`config.mk`:
```
export PLATFORM = sky130hd
export DESIGN_NAME = sort_points_by_distance
export DESIGN_NICKNAME = d
export VERILOG_FILES = /design/src/rtl/spd_pkg.sv /design/src/rtl/spd_ram.sv /design/src/rtl/spd_square.sv /design/src/rtl/spd_isqrt.sv /design/src/rtl/sort_points_by_distance.sv
export SDC_FILE = /design/constraint.sdc
export NUM_CORES = 2
export LEC_CHECK = 0
export BUFFER_PORTS_ARGS = -buffer_cell sky130_fd_sc_hd__buf_2
export CAP_MARGIN = 10
export CORE_MARGIN = 2
export CORE_UTILIZATION = 45
export CTS_CLUSTER_DIAMETER = 60
export DETAILED_ROUTE_END_ITERATION = 12
export SYNTH_ARGS = -nofsm -noshare
export SYNTH_HDL_FRONTEND = slang
export SYNTH_SLANG_ARGS = --single-unit
```
`constraint.sdc`:
```
create_clock -name i_clk -period 15.25 [get_ports i_clk]
set_clock_uncertainty 0.15 [all_clocks]
set_input_delay 0 -clock i_clk [delete_from_list [all_inputs] [get_ports i_clk]]
set_output_delay 0 -clock i_clk [all_outputs]
set_load 0.02 [all_outputs]
```
`src/rtl/spd_pkg.sv`:
```
// Package for the distance-sorted point table: field widths, command codes
// and the sequencer state type. No dependencies.
`timescale 1ns / 1ps
`default_nettype none

package spd_pkg;

    localparam int SLOT_W  = 4;
    localparam int ID_W    = 16;
    localparam int COORD_W = 16;
    localparam int MAXD_W  = 17;
    localparam int DIST_W  = 17;

    localparam logic CMD_LOAD  = 1'b0;
    localparam logic CMD_QUERY = 1'b1;

    typedef enum logic [3:0] {
        S_IDLE,
        S_LIMIT,
        S_RD,
        S_SQX,
        S_SQY,
        S_SUM,
        S_CHK,
        S_SCAN,
        S_RSTART,
        S_RWAIT,
        S_EMIT,
        S_EMPTY
    } t_state;

endpackage

`default_nettype wire

```
`src/rtl/spd_ram.sv`:
```
// Generic single-write, single-read RAM with a registered read port.
// No dependencies.
`timescale 1ns / 1ps
`default_nettype none

module spd_ram #(
    parameter int WIDTH = 8,
    parameter int DEPTH = 16
) (
    input  logic                     i_clk,
    input  logic                     i_we,
    input  logic [$clog2(DEPTH)-1:0] i_waddr,
    input  logic [WIDTH-1:0]         i_wdata,
    input  logic [$clog2(DEPTH)-1:0] i_raddr,
    output logic [WIDTH-1:0]         o_rdata
);

    logic [WIDTH-1:0] r_mem [DEPTH];
    logic [WIDTH-1:0] r_rdata;

    always_ff @(posedge i_clk) begin
        if (i_we) begin
            r_mem[i_waddr] <= i_wdata;
        end
        r_rdata <= r_mem[i_raddr];
    end

    assign o_rdata = r_rdata;

endmodule

`default_nettype wire

```
`src/rtl/spd_square.sv`:
```
// Shared squaring unit: one registered W x W unsigned multiply.
// No dependencies.
`timescale 1ns / 1ps
`default_nettype none

module spd_square #(
    parameter int W = 17
) (
    input  logic           i_clk,
    input  logic [W-1:0]   i_op,
    output logic [2*W-1:0] o_sq
);

    logic [2*W-1:0] r_sq;

    always_ff @(posedge i_clk) begin
        r_sq <= (2*W)'(i_op) * (2*W)'(i_op);
    end

    assign o_sq = r_sq;

endmodule

`default_nettype wire

```
`src/rtl/spd_isqrt.sv`:
```
// Iterative floor square root, one result bit per cycle.
// No dependencies.
`timescale 1ns / 1ps
`default_nettype none

module spd_isqrt #(
    parameter int W = 35
) (
    input  logic         i_clk,
    input  logic         i_rst_n,
    input  logic         i_start,
    input  logic [W-1:0] i_value,
    output logic         o_done,
    output logic [W-1:0] o_root
);

    // Highest even bit position that fits in the operand.
    localparam int TOP = ((W - 1) / 2) * 2;

    logic         r_busy;
    logic         r_done;
    logic [W-1:0] r_n;
    logic [W-1:0] r_root;
    logic [W-1:0] r_bit;
    logic [W-1:0] w_trial;
    logic         w_ge;
    logic [W-1:0] w_bit_nx;

    assign w_trial  = r_root + r_bit;
    assign w_ge     = (r_n >= w_trial);
    assign w_bit_nx = r_bit >> 2;

    always_ff @(posedge i_clk) begin
        if (!i_rst_n) begin
            r_busy <= 1'b0;
            r_done <= 1'b0;
        end else begin
            r_done <= 1'b0;
            if (i_start) begin
                r_busy <= 1'b1;
            end else if (r_busy && (w_bit_nx == '0)) begin
                r_busy <= 1'b0;
                r_done <= 1'b1;
            end
        end
    end

    always_ff @(posedge i_clk) begin
        if (i_start) begin
            r_n    <= i_value;
            r_root <= '0;
            r_bit  <= W'(1) << TOP;
        end else if (r_busy) begin
            if (w_ge) begin
                r_n    <= r_n - w_trial;
                r_root <= (r_root >> 1) + r_bit;
            end else begin
                r_root <= r_root >> 1;
            end
            r_bit <= w_bit_nx;
        end
    end

    assign o_done = r_done;
    assign o_root = r_root;

endmodule

`default_nettype wire

```
`src/rtl/sort_points_by_distance.sv`:
```
// Distance-sorted point table. A load does not raise busy.
// A query measures all D entries through one shared squaring unit, then
// emits each result after a selection sweep over the table, a bit-serial
// square root and an output state; a query with no match emits a single
// not-found result. Results cannot be stalled. Reset clears the active flags;
// table contents stay undefined until loaded.
`timescale 1ns / 1ps
`default_nettype none

module sort_points_by_distance #(
    parameter int TABLE_DEPTH = 16,
    parameter int COORD_BITS  = 16
) (
    input  logic                             i_clk,
    input  logic                             i_rst_n,
    input  logic                             start,
    output logic                             busy,
    input  logic                             i_command,
    input  logic [spd_pkg::SLOT_W-1:0]       i_slot,
    input  logic [spd_pkg::ID_W-1:0]         i_entry_id,
    input  logic signed [spd_pkg::COORD_W-1:0] i_pos_x,
    input  logic signed [spd_pkg::COORD_W-1:0] i_pos_y,
    input  logic                             i_active,
    input  logic [spd_pkg::MAXD_W-1:0]       i_max_distance,
    input  logic                             i_no_limit,
    output logic                             o_valid,
    output logic [spd_pkg::ID_W-1:0]         o_entry_id_res,
    output logic [spd_pkg::DIST_W-1:0]       o_distance,
    output logic                             o_found,
    output logic                             o_last
);

    localparam int AW    = $clog2(TABLE_DEPTH);
    localparam int CNT_W = $clog2(TABLE_DEPTH + 1);
    localparam int CB    = COORD_BITS;
    localparam int MUL_W = (CB > spd_pkg::MAXD_W) ? CB : spd_pkg::MAXD_W;
    localparam int CMP_W = 2 * MUL_W + 1;
    localparam int TAB_W = spd_pkg::ID_W + 2 * CB;

    spd_pkg::t_state r_state, n_state;

    logic [CNT_W-1:0]       r_idx;
    logic [AW-1:0]          r_cidx;
    logic                   r_cvld;
    logic [AW-1:0]          r_best;
    logic [CMP_W-1:0]       r_best_d;
    logic                   r_have;
    logic [CNT_W-1:0]       r_qcnt;
    logic [CNT_W-1:0]       r_ecnt;
    logic [CB-1:0]          r_qx;
    logic [CB-1:0]          r_qy;
    logic                   r_nolim;
    logic [CMP_W-1:0]       r_limit;
    logic [CMP_W-1:0]       r_acc;
    logic [TABLE_DEPTH-1:0] r_active;
    logic [TABLE_DEPTH-1:0] r_qual;
    logic [TABLE_DEPTH-1:0] r_emit;
    logic                   r_valid;
    logic [spd_pkg::ID_W-1:0]   r_out_id;
    logic [spd_pkg::DIST_W-1:0] r_out_dist;
    logic                   r_out_found;
    logic                   r_out_last;

    logic                   w_accept;
    logic                   w_load;
    logic                   w_query;
    logic                   w_slot_ok;
    logic [31:0]            w_slot_ext;
    logic [AW-1:0]          w_slot_addr;
    logic [31:0]            w_x_raw;
    logic [31:0]            w_y_raw;
    logic [CB-1:0]          w_in_x;
    logic [CB-1:0]          w_in_y;
    logic [AW-1:0]          w_idx_a;
    logic                   w_idx_in;
    logic                   w_idx_last;
    logic [TAB_W-1:0]       w_tab_rd;
    logic [spd_pkg::ID_W-1:0] w_tab_id;
    logic [CB-1:0]          w_tab_x;
    logic [CB-1:0]          w_tab_y;
    logic [CB:0]            w_dx;
    logic [CB:0]            w_dy;
    logic [CB:0]            w_dx_abs;
    logic [CB:0]            w_dy_abs;
    logic [MUL_W-1:0]       w_sq_op;
    logic [2*MUL_W-1:0]     w_sq;
    logic [CMP_W-1:0]       w_dist_rd;
    logic                   w_qual_now;
    logic [CNT_W-1:0]       w_qcnt_next;
    logic                   w_cand;
    logic                   w_scan_end;
    logic                   w_last_res;
    logic                   w_root_done;
    logic [CMP_W-1:0]       w_root;
    logic                   w_tab_sel_best;
    logic [AW-1:0]          w_tab_raddr;
    logic                   w_dist_we;
    logic                   w_root_start;
    logic                   w_emit_res;
    logic                   w_emit_empty;

    assign busy     = (r_state != spd_pkg::S_IDLE);
    assign w_accept = start && !busy;
    assign w_load   = w_accept && (i_command == spd_pkg::CMD_LOAD);
    assign w_query  = w_accept && (i_command == spd_pkg::CMD_QUERY);

    assign w_slot_ext  = 32'(i_slot);
    assign w_slot_ok   = (w_slot_ext < 32'(TABLE_DEPTH));
    assign w_slot_addr = w_slot_ext[AW-1:0];

    // Coordinates are the low COORD_BITS of the port, read as two's complement.
    assign w_x_raw = {16'b0, i_pos_x};
    assign w_y_raw = {16'b0, i_pos_y};
    assign w_in_x  = w_x_raw[CB-1:0];
    assign w_in_y  = w_y_raw[CB-1:0];

    assign w_idx_in   = (r_idx < CNT_W'(TABLE_DEPTH));
    assign w_idx_a    = w_idx_in ? r_idx[AW-1:0] : '0;
    assign w_idx_last = (r_idx == CNT_W'(TABLE_DEPTH - 1));

    assign w_tab_id = w_tab_rd[TAB_W-1 -: spd_pkg::ID_W];
    assign w_tab_x  = w_tab_rd[2*CB-1 -: CB];
    assign w_tab_y  = w_tab_rd[CB-1:0];

    assign w_dx     = {w_tab_x[CB-1], w_tab_x} - {r_qx[CB-1], r_qx};
    assign w_dy     = {w_tab_y[CB-1], w_tab_y} - {r_qy[CB-1], r_qy};
    assign w_dx_abs = w_dx[CB] ? (~w_dx + 1'b1) : w_dx;
    assign w_dy_abs = w_dy[CB] ? (~w_dy + 1'b1) : w_dy;

    assign w_qual_now  = r_active[w_idx_a] && (r_nolim || (r_acc <= r_limit));
    assign w_qcnt_next = r_qcnt + CNT_W'(w_qual_now);

    assign w_cand = r_qual[r_cidx] && !r_emit[r_cidx] &&
                    (!r_have || (w_dist_rd < r_best_d));
    assign w_scan_end = !w_idx_in && !r_cvld;
    assign w_last_res = (CNT_W'(r_ecnt + 1'b1) == r_qcnt);

    // Next state.
    always_comb begin
        n_state = r_state;
        case (r_state)
            spd_pkg::S_IDLE: begin
                if (w_query) begin
                    n_state = spd_pkg::S_LIMIT;
                end
            end
            spd_pkg::S_LIMIT: n_state = spd_pkg::S_RD;
            spd_pkg::S_RD:    n_state = spd_pkg::S_SQX;
            spd_pkg::S_SQX:   n_state = spd_pkg::S_SQY;
            spd_pkg::S_SQY:   n_state = spd_pkg::S_SUM;
            spd_pkg::S_SUM:   n_state = spd_pkg::S_CHK;
            spd_pkg::S_CHK: begin
                if (!w_idx_last) begin
                    n_state = spd_pkg::S_RD;
                end else if (w_qcnt_next == '0) begin
                    n_state = spd_pkg::S_EMPTY;
                end else begin
                    n_state = spd_pkg::S_SCAN;
                end
            end
            spd_pkg::S_SCAN: begin
                if (w_scan_end) begin
                    n_state = spd_pkg::S_RSTART;
                end
            end
            spd_pkg::S_RSTART: n_state = spd_pkg::S_RWAIT;
            spd_pkg::S_RWAIT: begin
                if (w_root_done) begin
                    n_state = spd_pkg::S_EMIT;
                end
            end
            spd_pkg::S_EMIT: begin
                n_state = w_last_res ? spd_pkg::S_IDLE : spd_pkg::S_SCAN;
            end
            spd_pkg::S_EMPTY: n_state = spd_pkg::S_IDLE;
            default: n_state = spd_pkg::S_IDLE;
        endcase
    end

    // Control decode.
    always_comb begin
        w_sq_op        = MUL_W'(i_max_distance);
        w_tab_sel_best = 1'b0;
        w_dist_we      = 1'b0;
        w_root_start   = 1'b0;
        w_emit_res     = 1'b0;
        w_emit_empty   = 1'b0;
        case (r_state)
            spd_pkg::S_SQX:    w_sq_op = MUL_W'(w_dx_abs[CB-1:0]);
            spd_pkg::S_SQY:    w_sq_op = MUL_W'(w_dy_abs[CB-1:0]);
            spd_pkg::S_CHK:    w_dist_we = 1'b1;
            spd_pkg::S_RSTART: begin
                w_tab_sel_best = 1'b1;
                w_root_start   = 1'b1;
            end
            spd_pkg::S_RWAIT:  w_tab_sel_best = 1'b1;
            spd_pkg::S_EMIT: begin
                w_tab_sel_best = 1'b1;
                w_emit_res     = 1'b1;
            end
            spd_pkg::S_EMPTY:  w_emit_empty = 1'b1;
            default: ;
        endcase
    end

    assign w_tab_raddr = w_tab_sel_best ? r_best : w_idx_a;

    always_ff @(posedge i_clk) begin
        if (!i_rst_n) begin
            r_state  <= spd_pkg::S_IDLE;
            r_active <= '0;
            r_qual   <= '0;
            r_emit   <= '0;
            r_valid  <= 1'b0;
            r_idx    <= '0;
            r_cvld   <= 1'b0;
            r_have   <= 1'b0;
            r_qcnt   <= '0;
            r_ecnt   <= '0;
        end else begin
            r_state <= n_state;
            r_valid <= w_emit_res || w_emit_empty;
            if (w_load && w_slot_ok) begin
                r_active[w_slot_addr] <= i_active;
            end
            if (w_query) begin
                r_idx  <= '0;
                r_qcnt <= '0;
                r_ecnt <= '0;
                r_emit <= '0;
            end
            case (r_state)
                spd_pkg::S_CHK: begin
                    r_qual[w_idx_a] <= w_qual_now;
                    r_qcnt          <= w_qcnt_next;
                    if (w_idx_last) begin
                        r_idx  <= '0;
                        r_cvld <= 1'b0;
                        r_have <= 1'b0;
                    end else begin
                        r_idx <= CNT_W'(r_idx + 1'b1);
                    end
                end
                spd_pkg::S_SCAN: begin
                    r_cvld <= w_idx_in;
                    if (w_idx_in) begin
                        r_idx <= CNT_W'(r_idx + 1'b1);
                    end
                    // Strict less-than keeps the lower slot on equal distance.
                    if (r_cvld && w_cand) begin
                        r_have <= 1'b1;
                    end
                end
                spd_pkg::S_EMIT: begin
                    r_emit[r_best] <= 1'b1;
                    r_ecnt         <= CNT_W'(r_ecnt + 1'b1);
                    r_idx          <= '0;
                    r_cvld         <= 1'b0;
                    r_have         <= 1'b0;
                end
                default: ;
            endcase
        end
    end

    // Datapath registers.
    always_ff @(posedge i_clk) begin
        if (w_query) begin
            r_qx    <= w_in_x;
            r_qy    <= w_in_y;
            r_nolim <= i_no_limit;
        end
        case (r_state)
            spd_pkg::S_LIMIT: r_limit <= CMP_W'(w_sq);
            spd_pkg::S_SQY:   r_acc   <= CMP_W'(w_sq);
            spd_pkg::S_SUM:   r_acc   <= r_acc + CMP_W'(w_sq);
            spd_pkg::S_SCAN: begin
                r_cidx <= w_idx_a;
                if (r_cvld && w_cand) begin
                    r_best   <= r_cidx;
                    r_best_d <= w_dist_rd;
                end
            end
            default: ;
        endcase
        if (w_emit_res) begin
            r_out_id    <= w_tab_id;
            r_out_dist  <= w_root[spd_pkg::DIST_W-1:0];
            r_out_found <= 1'b1;
            r_out_last  <= w_last_res;
        end else if (w_emit_empty) begin
            r_out_id    <= '0;
            r_out_dist  <= '0;
            r_out_found <= 1'b0;
            r_out_last  <= 1'b1;
        end
    end

    spd_ram #(
        .WIDTH (TAB_W),
        .DEPTH (TABLE_DEPTH)
    ) u_table (
        .i_clk   (i_clk),
        .i_we    (w_load && w_slot_ok),
        .i_waddr (w_slot_addr),
        .i_wdata ({i_entry_id, w_in_x, w_in_y}),
        .i_raddr (w_tab_raddr),
        .o_rdata (w_tab_rd)
    );

    spd_ram #(
        .WIDTH (CMP_W),
        .DEPTH (TABLE_DEPTH)
    ) u_dist (
        .i_clk   (i_clk),
        .i_we    (w_dist_we),
        .i_waddr (w_idx_a),
        .i_wdata (r_acc),
        .i_raddr (w_idx_a),
        .o_rdata (w_dist_rd)
    );

    spd_square #(
        .W (MUL_W)
    ) u_square (
        .i_clk (i_clk),
        .i_op  (w_sq_op),
        .o_sq  (w_sq)
    );

    spd_isqrt #(
        .W (CMP_W)
    ) u_isqrt (
        .i_clk   (i_clk),
        .i_rst_n (i_rst_n),
        .i_start (w_root_start),
        .i_value (r_best_d),
        .o_done  (w_root_done),
        .o_root  (w_root)
    );

    assign o_valid        = r_valid;
    assign o_entry_id_res = r_out_id;
    assign o_distance     = r_out_dist;
    assign o_found        = r_out_found;
    assign o_last         = r_out_last;

endmodule

`default_nettype wire

```
Yosys cells after proc, flatten, opt, wreduce, memory -nomap -nowiden

Memories as Yosys holds them, arrays and structs flattened. A register that Yosys moved wholly into a read port is not among the register bits.
Index checks and enable logic that the tools add are counted.
Widths: inputs -> output; s select.

Memories kept: 2
Bits in registers: 374
Bits in writable memories: 1328
Word-level logic and storage cells: 180
Input bits: 75
Output and inout port bits: 37

Reductions and logical operators: 40
Magnitude comparators: 12
Add/sub/neg operators: 11
Multiply operators: 1
Bitwise gates (word level): 5
Muxes and demuxes: 63
Equality and inequality tests: 18

Memories:

| name          | depth | bits a word | read ports | clocked after Yosys merged registers in | wr ports | line          | text |
|---|---|---|---|---|---|---|---|
| u_table.r_mem | 16    | 48          | 1          | 1                                       | 1        | spd_ram.sv:18 | `logic [WIDTH-1:0] r_mem [DEPTH];` |
| u_dist.r_mem  | 16    | 35          | 1          | 1                                       | 1        | spd_ram.sv:18 |  |

Operators by type and width:

| operator              | count |
|---|---|
| $mux 35               | 4 |
| $mux 16               | 7 |
| $pmux 35 s2           | 1 |
| $pmux 4 s11           | 1 |
| $add 34x35->35        | 1 |
| $add 35x34->35        | 1 |
| $add 35x35->35        | 1 |
| $ge 35x35->1          | 1 |
| $le 35x34->1          | 1 |
| $logic_not 35->1      | 1 |
| $lt 35x35->1          | 1 |
| $sub 35x35->35        | 1 |
| $mul 17x17->34        | 1 |
| $mux 17               | 2 |
| $pmux 17 s2           | 1 |
| $sub 16x16->17        | 2 |
| $add 16x1->16 const B | 2 |
| $bwmux 16             | 2 |
| $not 16->16           | 2 |
| $mux 5                | 6 |
| $mux 4                | 7 |
| $lt 4x5->1 const B    | 5 |
| $mux 1                | 22 |
| $eq 4x3->1 const B    | 4 |
| 30 further kinds      | 73 |

Longest topological paths before layout

Depth in word-level cells: 10
Depth in mapped cells: 39
Gate-level depth less buffers: 38

Modules after synthesis

From an unflattened synthesis, not the netlist that was laid out.

Cell total of the unflattened synthesis: 5756
Area, all modules: 84406.0 um^2

By module, submodules not included:

| module                  | area an instance (um^2) | cells each | instances | seq. area each (um^2) |
|---|---|---|---|---|
| spd_ram at u_table      | 29691.0                 | 1242       | 1         | 24023.0 |
| spd_ram at u_dist       | 22053.7                 | 914        | 1         | 17516.8 |
| sort_points_by_distance | 15997.8                 | 1672       | 1         | 6796.5 |
| spd_square              | 8958.6                  | 979        | 1         | 660.6 |
| spd_isqrt               | 7704.9                  | 949        | 1         | 2152.1 |

Least setup slack after synthesis

No wires, ideal clock.

Path kind: register -> register
From: reg r_qy[5]
To: reg u_square.r_sq[32], in the netlist u_square.o_sq[32]
Data required time: 15028 ps
Arrival: 8851 ps
Period minus slack after synthesis: 9074 ps
Library setup time: 72 ps
Path slack: 6176 ps
Stages on the path, launching flop included: 36
Buffers on the path: 2
Path through: edfxtp_1 inv_1 ha_1 or2_4 or3_1 o211ai_1 a21oi_1 o21a_1 o41ai_1 clkbuf_1 o21ai_0 xnor2_1 a22oi_1 o21ai_1 clkbuf_1 nand2_1 fa_1 fa_1 fa_1 inv_1 fa_1 fa_1 inv_1 fa_1 inv_1 ha_1 a21oi_1 o21ai_0 a21oi_1 nor2b_1 o32ai_1 o211ai_1 a221oi_1 o21ai_0 a21oi_1 xnor2_1

Longest elaborated chain between the ends: 6

RTL lines:

| element                | line                           | text |
|---|---|---|
| start, declared        | sort_points_by_distance.sv:51  | `logic [CB-1:0] r_qy;` |
| start signal, assigned | sort_points_by_distance.sv:270 | `r_qy <= w_in_y;` |
| $sub 16x16->17 (*)     | sort_points_by_distance.sv:126 | `assign w_dy = {w_tab_y[CB-1], w_tab_y} - {r_qy[CB-1], r_qy};` |
| $not 16->16            | sort_points_by_distance.sv:128 | `assign w_dy_abs = w_dy[CB] ? (~w_dy + 1'b1) : w_dy;` |
| $add 16x1->16          | sort_points_by_distance.sv:128 |  |
| $mux 16 (*)            | sort_points_by_distance.sv:128 |  |
| $pmux 17 s2 (*)        | sort_points_by_distance.sv:188 | `case (r_state)` |
| $mul 17x17->34 (*)     | spd_square.sv:17               | `r_sq <= (2*W)'(i_op) * (2*W)'(i_op);` |
| end signal, assigned   | spd_square.sv:17               |  |
| end, declared          | spd_square.sv:14               | `logic [2*W-1:0] r_sq;` |

Mark *: on every way between the ends. The rest lies on a longest branch, timed or not.
A chain may end at the register's enable or synchronous reset.

Worst setup path after layout

From: reg r_qx[0]
To: reg u_square.r_sq[32], in the netlist u_square.o_sq[32]

Longest elaborated chain between the ends: 6

RTL lines:

| element                | line                           | text |
|---|---|---|
| start, declared        | sort_points_by_distance.sv:50  | `logic [CB-1:0] r_qx;` |
| start signal, assigned | sort_points_by_distance.sv:269 | `r_qx <= w_in_x;` |
| $sub 16x16->17 (*)     | sort_points_by_distance.sv:125 | `assign w_dx = {w_tab_x[CB-1], w_tab_x} - {r_qx[CB-1], r_qx};` |
| $not 16->16            | sort_points_by_distance.sv:127 | `assign w_dx_abs = w_dx[CB] ? (~w_dx + 1'b1) : w_dx;` |
| $add 16x1->16          | sort_points_by_distance.sv:127 |  |
| $mux 16 (*)            | sort_points_by_distance.sv:127 |  |
| $pmux 17 s2 (*)        | sort_points_by_distance.sv:188 |  |
| $mul 17x17->34 (*)     | spd_square.sv:17               |  |

Marks and branches as above.

==> impl_metrics.env <==
export IMPL_synth_cell_type_count=88
export IMPL_setup_violations=0
export IMPL_fin_nets=7389
export IMPL_highest_layer="met5"
export IMPL_h_tree_depth=4
export IMPL_fmax_mhz=96.2
export IMPL_synth_edff_count=1541
export IMPL_via_count=53921
export IMPL_die_y_um=434
export IMPL_period_needed_ns=10.40
export IMPL_drcViolationCount=0
export IMPL_routed_wl_um=218000
export IMPL_antenna_found_initial=12
export IMPL_holdWs_ns=0.0549
export IMPL_netlist_area_leader_share_pct=55.6
export IMPL_drt_pass1_iterations=6
export IMPL_worst_slew_pin_slew_ns=1.18
export IMPL_antenna_left=0
export IMPL_coreArea_mm2=0.183
export IMPL_ctsResizeCount=0
export IMPL_ir_worst_vdd_uv=328
export IMPL_dp_final_hpwl_um=128000
export IMPL_viasPerCell=5.72
export IMPL_yosys_warnings=0
export IMPL_start_util_pct=45.4
export IMPL_ys_seq_elements=1783
export IMPL_cts_tree="done"
export IMPL_dr_wl_met3_um=11400
export IMPL_cp_end_kind="flip-flop"
export IMPL_cts_sinks=1783
export IMPL_clkTransAtPathRegs_ns=0.06
export IMPL_crit_top_cell="fa_1"
export IMPL_synth_area_top_cells="edfxtp_1, dfxtp_1, ha_1, fa_1, nand2_1"
export IMPL_cts_inserted_buffers=183
export IMPL_root_buffer="clkbuf_16"
export IMPL_cpMaxStageDelayCell="a2111oi_0"
export IMPL_syn_nets=7226
export IMPL_ios=112
export IMPL_synthArstFlopShare_pct=0
export IMPL_cp_slowest_stage_delay_ns=0.69
export IMPL_synthesis_instances=6643
export IMPL_yosysSeqAreaShare_pct=61.4
export IMPL_rows=157
export IMPL_cp_max_fo=14
export IMPL_dieArea_mm2=0.188
export IMPL_hold_viol=0
export IMPL_cellPowerDensity_mw_per_mm2=166
export IMPL_crit_path_start_kind="flip-flop"
export IMPL_outcome="completed"
export IMPL_maxSlewViolCount=0
export IMPL_drive_gt1_share_pct=8.20
export IMPL_relSlewSlack_pct=21.2
export IMPL_insertion_delay_ns=0.82
export IMPL_cp_required_ns=15.80
export IMPL_grt_pass1_wl_um=328000
export IMPL_wl_met2_um=106000
export IMPL_arrival_ns=10.94
export IMPL_rsz0062_at_grt="false"
export IMPL_syn_area_mm2=0.0833
export IMPL_grt_ovfl_total=0
export IMPL_critPathKind="reg2reg"
export IMPL_hp_class="in2reg"
export IMPL_wl_met1_um=93400
export IMPL_synthToLayoutAreaGrowth_pct=12.6
export IMPL_avgSynthCellArea_um2=12.5
export IMPL_fin_tns_setup_ns=0
export IMPL_synth_flop_cell="edfxtp_1"
export IMPL_clock_path_buffers=3
export IMPL_first_global_vias=53727
export IMPL_port_buffers=111
export IMPL_power_leakage_nw=34.1
export IMPL_post_route_period_util_pct=68.2
export IMPL_drt_iter0_drc=4994
export IMPL_synth_top_area_cell="edfxtp_1"
export IMPL_drv_cap=0
export IMPL_grt_max_degree=205
export IMPL_track_usage_pct=23.0
export IMPL_post_cts_setup_buffers=0
export IMPL_wl_per_cell_um=23.1
export IMPL_routabilityCongestion=0.866
export IMPL_die_width_um=434
## sequential cells by signal, summed over array words and instances (netlist names), 16 cells and up
| signal | flops |
|---|---|
| r_best_d | 35 |
| r_limit | 33 |
| r_emit | 16 |
| r_qx | 16 |
| u_table.r_mem | 768 |
| u_isqrt.r_n | 35 |
| u_table.o_rdata | 48 |
| o_entry_id_res | 16 |
| r_acc | 35 |
| o_distance | 17 |
| u_isqrt.r_bit | 18 |
| u_dist.r_mem | 560 |
| u_isqrt.o_root | 35 |
| u_dist.o_rdata | 35 |
| r_qy | 16 |
| r_active | 16 |
| r_qual | 16 |
| u_square.o_sq | 33 |
## power by group
group	switching (mW)	leakage (nW)	internal, mW
Clock	1.91	2.87	2.42
Combinational	3.22	15.3	2.37
Sequential	0.104	16.0	5.52
## layer usage
layer	vias to the layer above	GRT usage, %
li1	25036	-
met1	26941	31.0
met2	1591	38.5
met3	347	2.86
met4	6	7.62
met5	-	0
## final timing paths
check	slack (ns)	cells after the start	to	from
worst max-delay path	4.85	29	u_square.o_sq[32]$_DFF_P_	r_qx[0]$_DFFE_PP_
worst min register to register	0.26	0	r_limit[29]$_DFFE_PP_	u_square.o_sq[29]$_DFF_P_
worst min-delay path	0.05	2	u_table.r_mem[0][3]$_DFFE_PP_	i_pos_y[3]
worst max register to register	4.85	29	u_square.o_sq[32]$_DFF_P_	r_qx[0]$_DFFE_PP_
## metrics by stage
step / util (%) / std cells / setup slack [ns] / cell area (um2) / power (mW)
5_1_grt: 51.1 / 9432 / 4.28 / 93800 / 16.5
3_3_place_gp: 47.3 / 8966 / 5.34 / 86700 / 11.2
6_report: 51.1 / 9433 / 4.85 / 93800 / 15.5
4_1_cts: 51.1 / 9430 / 5.09 / 93800 / 15.7
2_1_floorplan: - / 6643 / 6.18 / 83300 / 9.83
3_5_place_dp: 47.3 / 8966 / 5.13 / 86700 / 11.3
## placed cells by master, fill, tap and decap left out, types with 34 or more instances in the layout
cell / synthesis / routed
inv_1: 404 / 402
a21o_1: 90 / 89
mux2i_1: 36 / 35
and2_1: 246 / 246
a311oi_1: 101 / 101
a211oi_1: 269 / 269
fa_1: 193 / 193
clkbuf_1: 312 / 58
edfxtp_1: 1541 / 1541
a31oi_1: 157 / 157
o21ai_0: 203 / 202
xor2_1: 83 / 83
dfxtp_1: 242 / 241
a22oi_1: 289 / 289
buf_2: 1 / 111
dlygate4sd3_1: 0 / 119
nor2b_1: 34 / 34
buf_4: 0 / 90
nand3_1: 62 / 61
nor3_1: 47 / 37
a21oi_1: 451 / 449
nor2_1: 283 / 254
or4_1: 37 / 37
nand2b_1: 39 / 37
xnor2_1: 119 / 119
nand2_1: 685 / 683
clkbuf_16: 0 / 187
clkinv_2: 0 / 35
ha_1: 315 / 315
## critical path: cells and delay by family (launching register included)
family / cells / cell delay [ns]
compound gates: 9 / 3.65
xor+xnor: 1 / 0.13
fa+ha+maj: 9 / 3.73
buf+inv: 2 / 0.10
flops: 1 / 0.37
mux: 1 / 0.55
simple gates: 7 / 1.61
## synth_stat cells (all sizes together), types with 34 or more instances
cell and instances:
xnor2 119, a311oi 101, a21oi 451, nor3 47, edfxtp 1541, a21o 90
fa 193, nand3 63, a22oi 289, xor2 83, nand2b 39, or4 38
inv 405, clkbuf 312, nor2 283, dfxtp 242, buf 34, a31oi 158
a211oi 269, o21ai 205, ha 315, and2 259, mux2i 36, nand2 685
nor2b 34
## timing repair
action / in CTS / in global routing
endpoints found under the setup margin: 0 / 0
hold buffers: 119 / 0
endpoints found under the hold margin: 1112 / 0
## cells by family (layout without fill, tap and decap cells)
logic type               count (synthesis)  in the layout  synth area share, %
multiplexers                            43             43                0.555
adder cells (fa/ha/maj)                508            508                 9.37
AND/OR/NAND/NOR                       1586           1586                 9.02
AO/OA/AOI/OAI                         1766           1766                 14.1
flip-flops                            1783           1783                 61.4
buffers and inverters                  755           1078                 3.41
XOR/XNOR                               202            202                 2.12
other                                    0              3                    0
## area by class of cell
class                   count  area [um2]
fillers                 15794       89700
flip-flops and latches   1783       51100
multi-input cells        4105       29600
clock buffers             262        5130
well taps                2464        3080
repair buffers            324        2500
inverters                 409        1540
clock inverters            83         732
diodes                      3        7.51
Power figures use the tool's default switching activity.
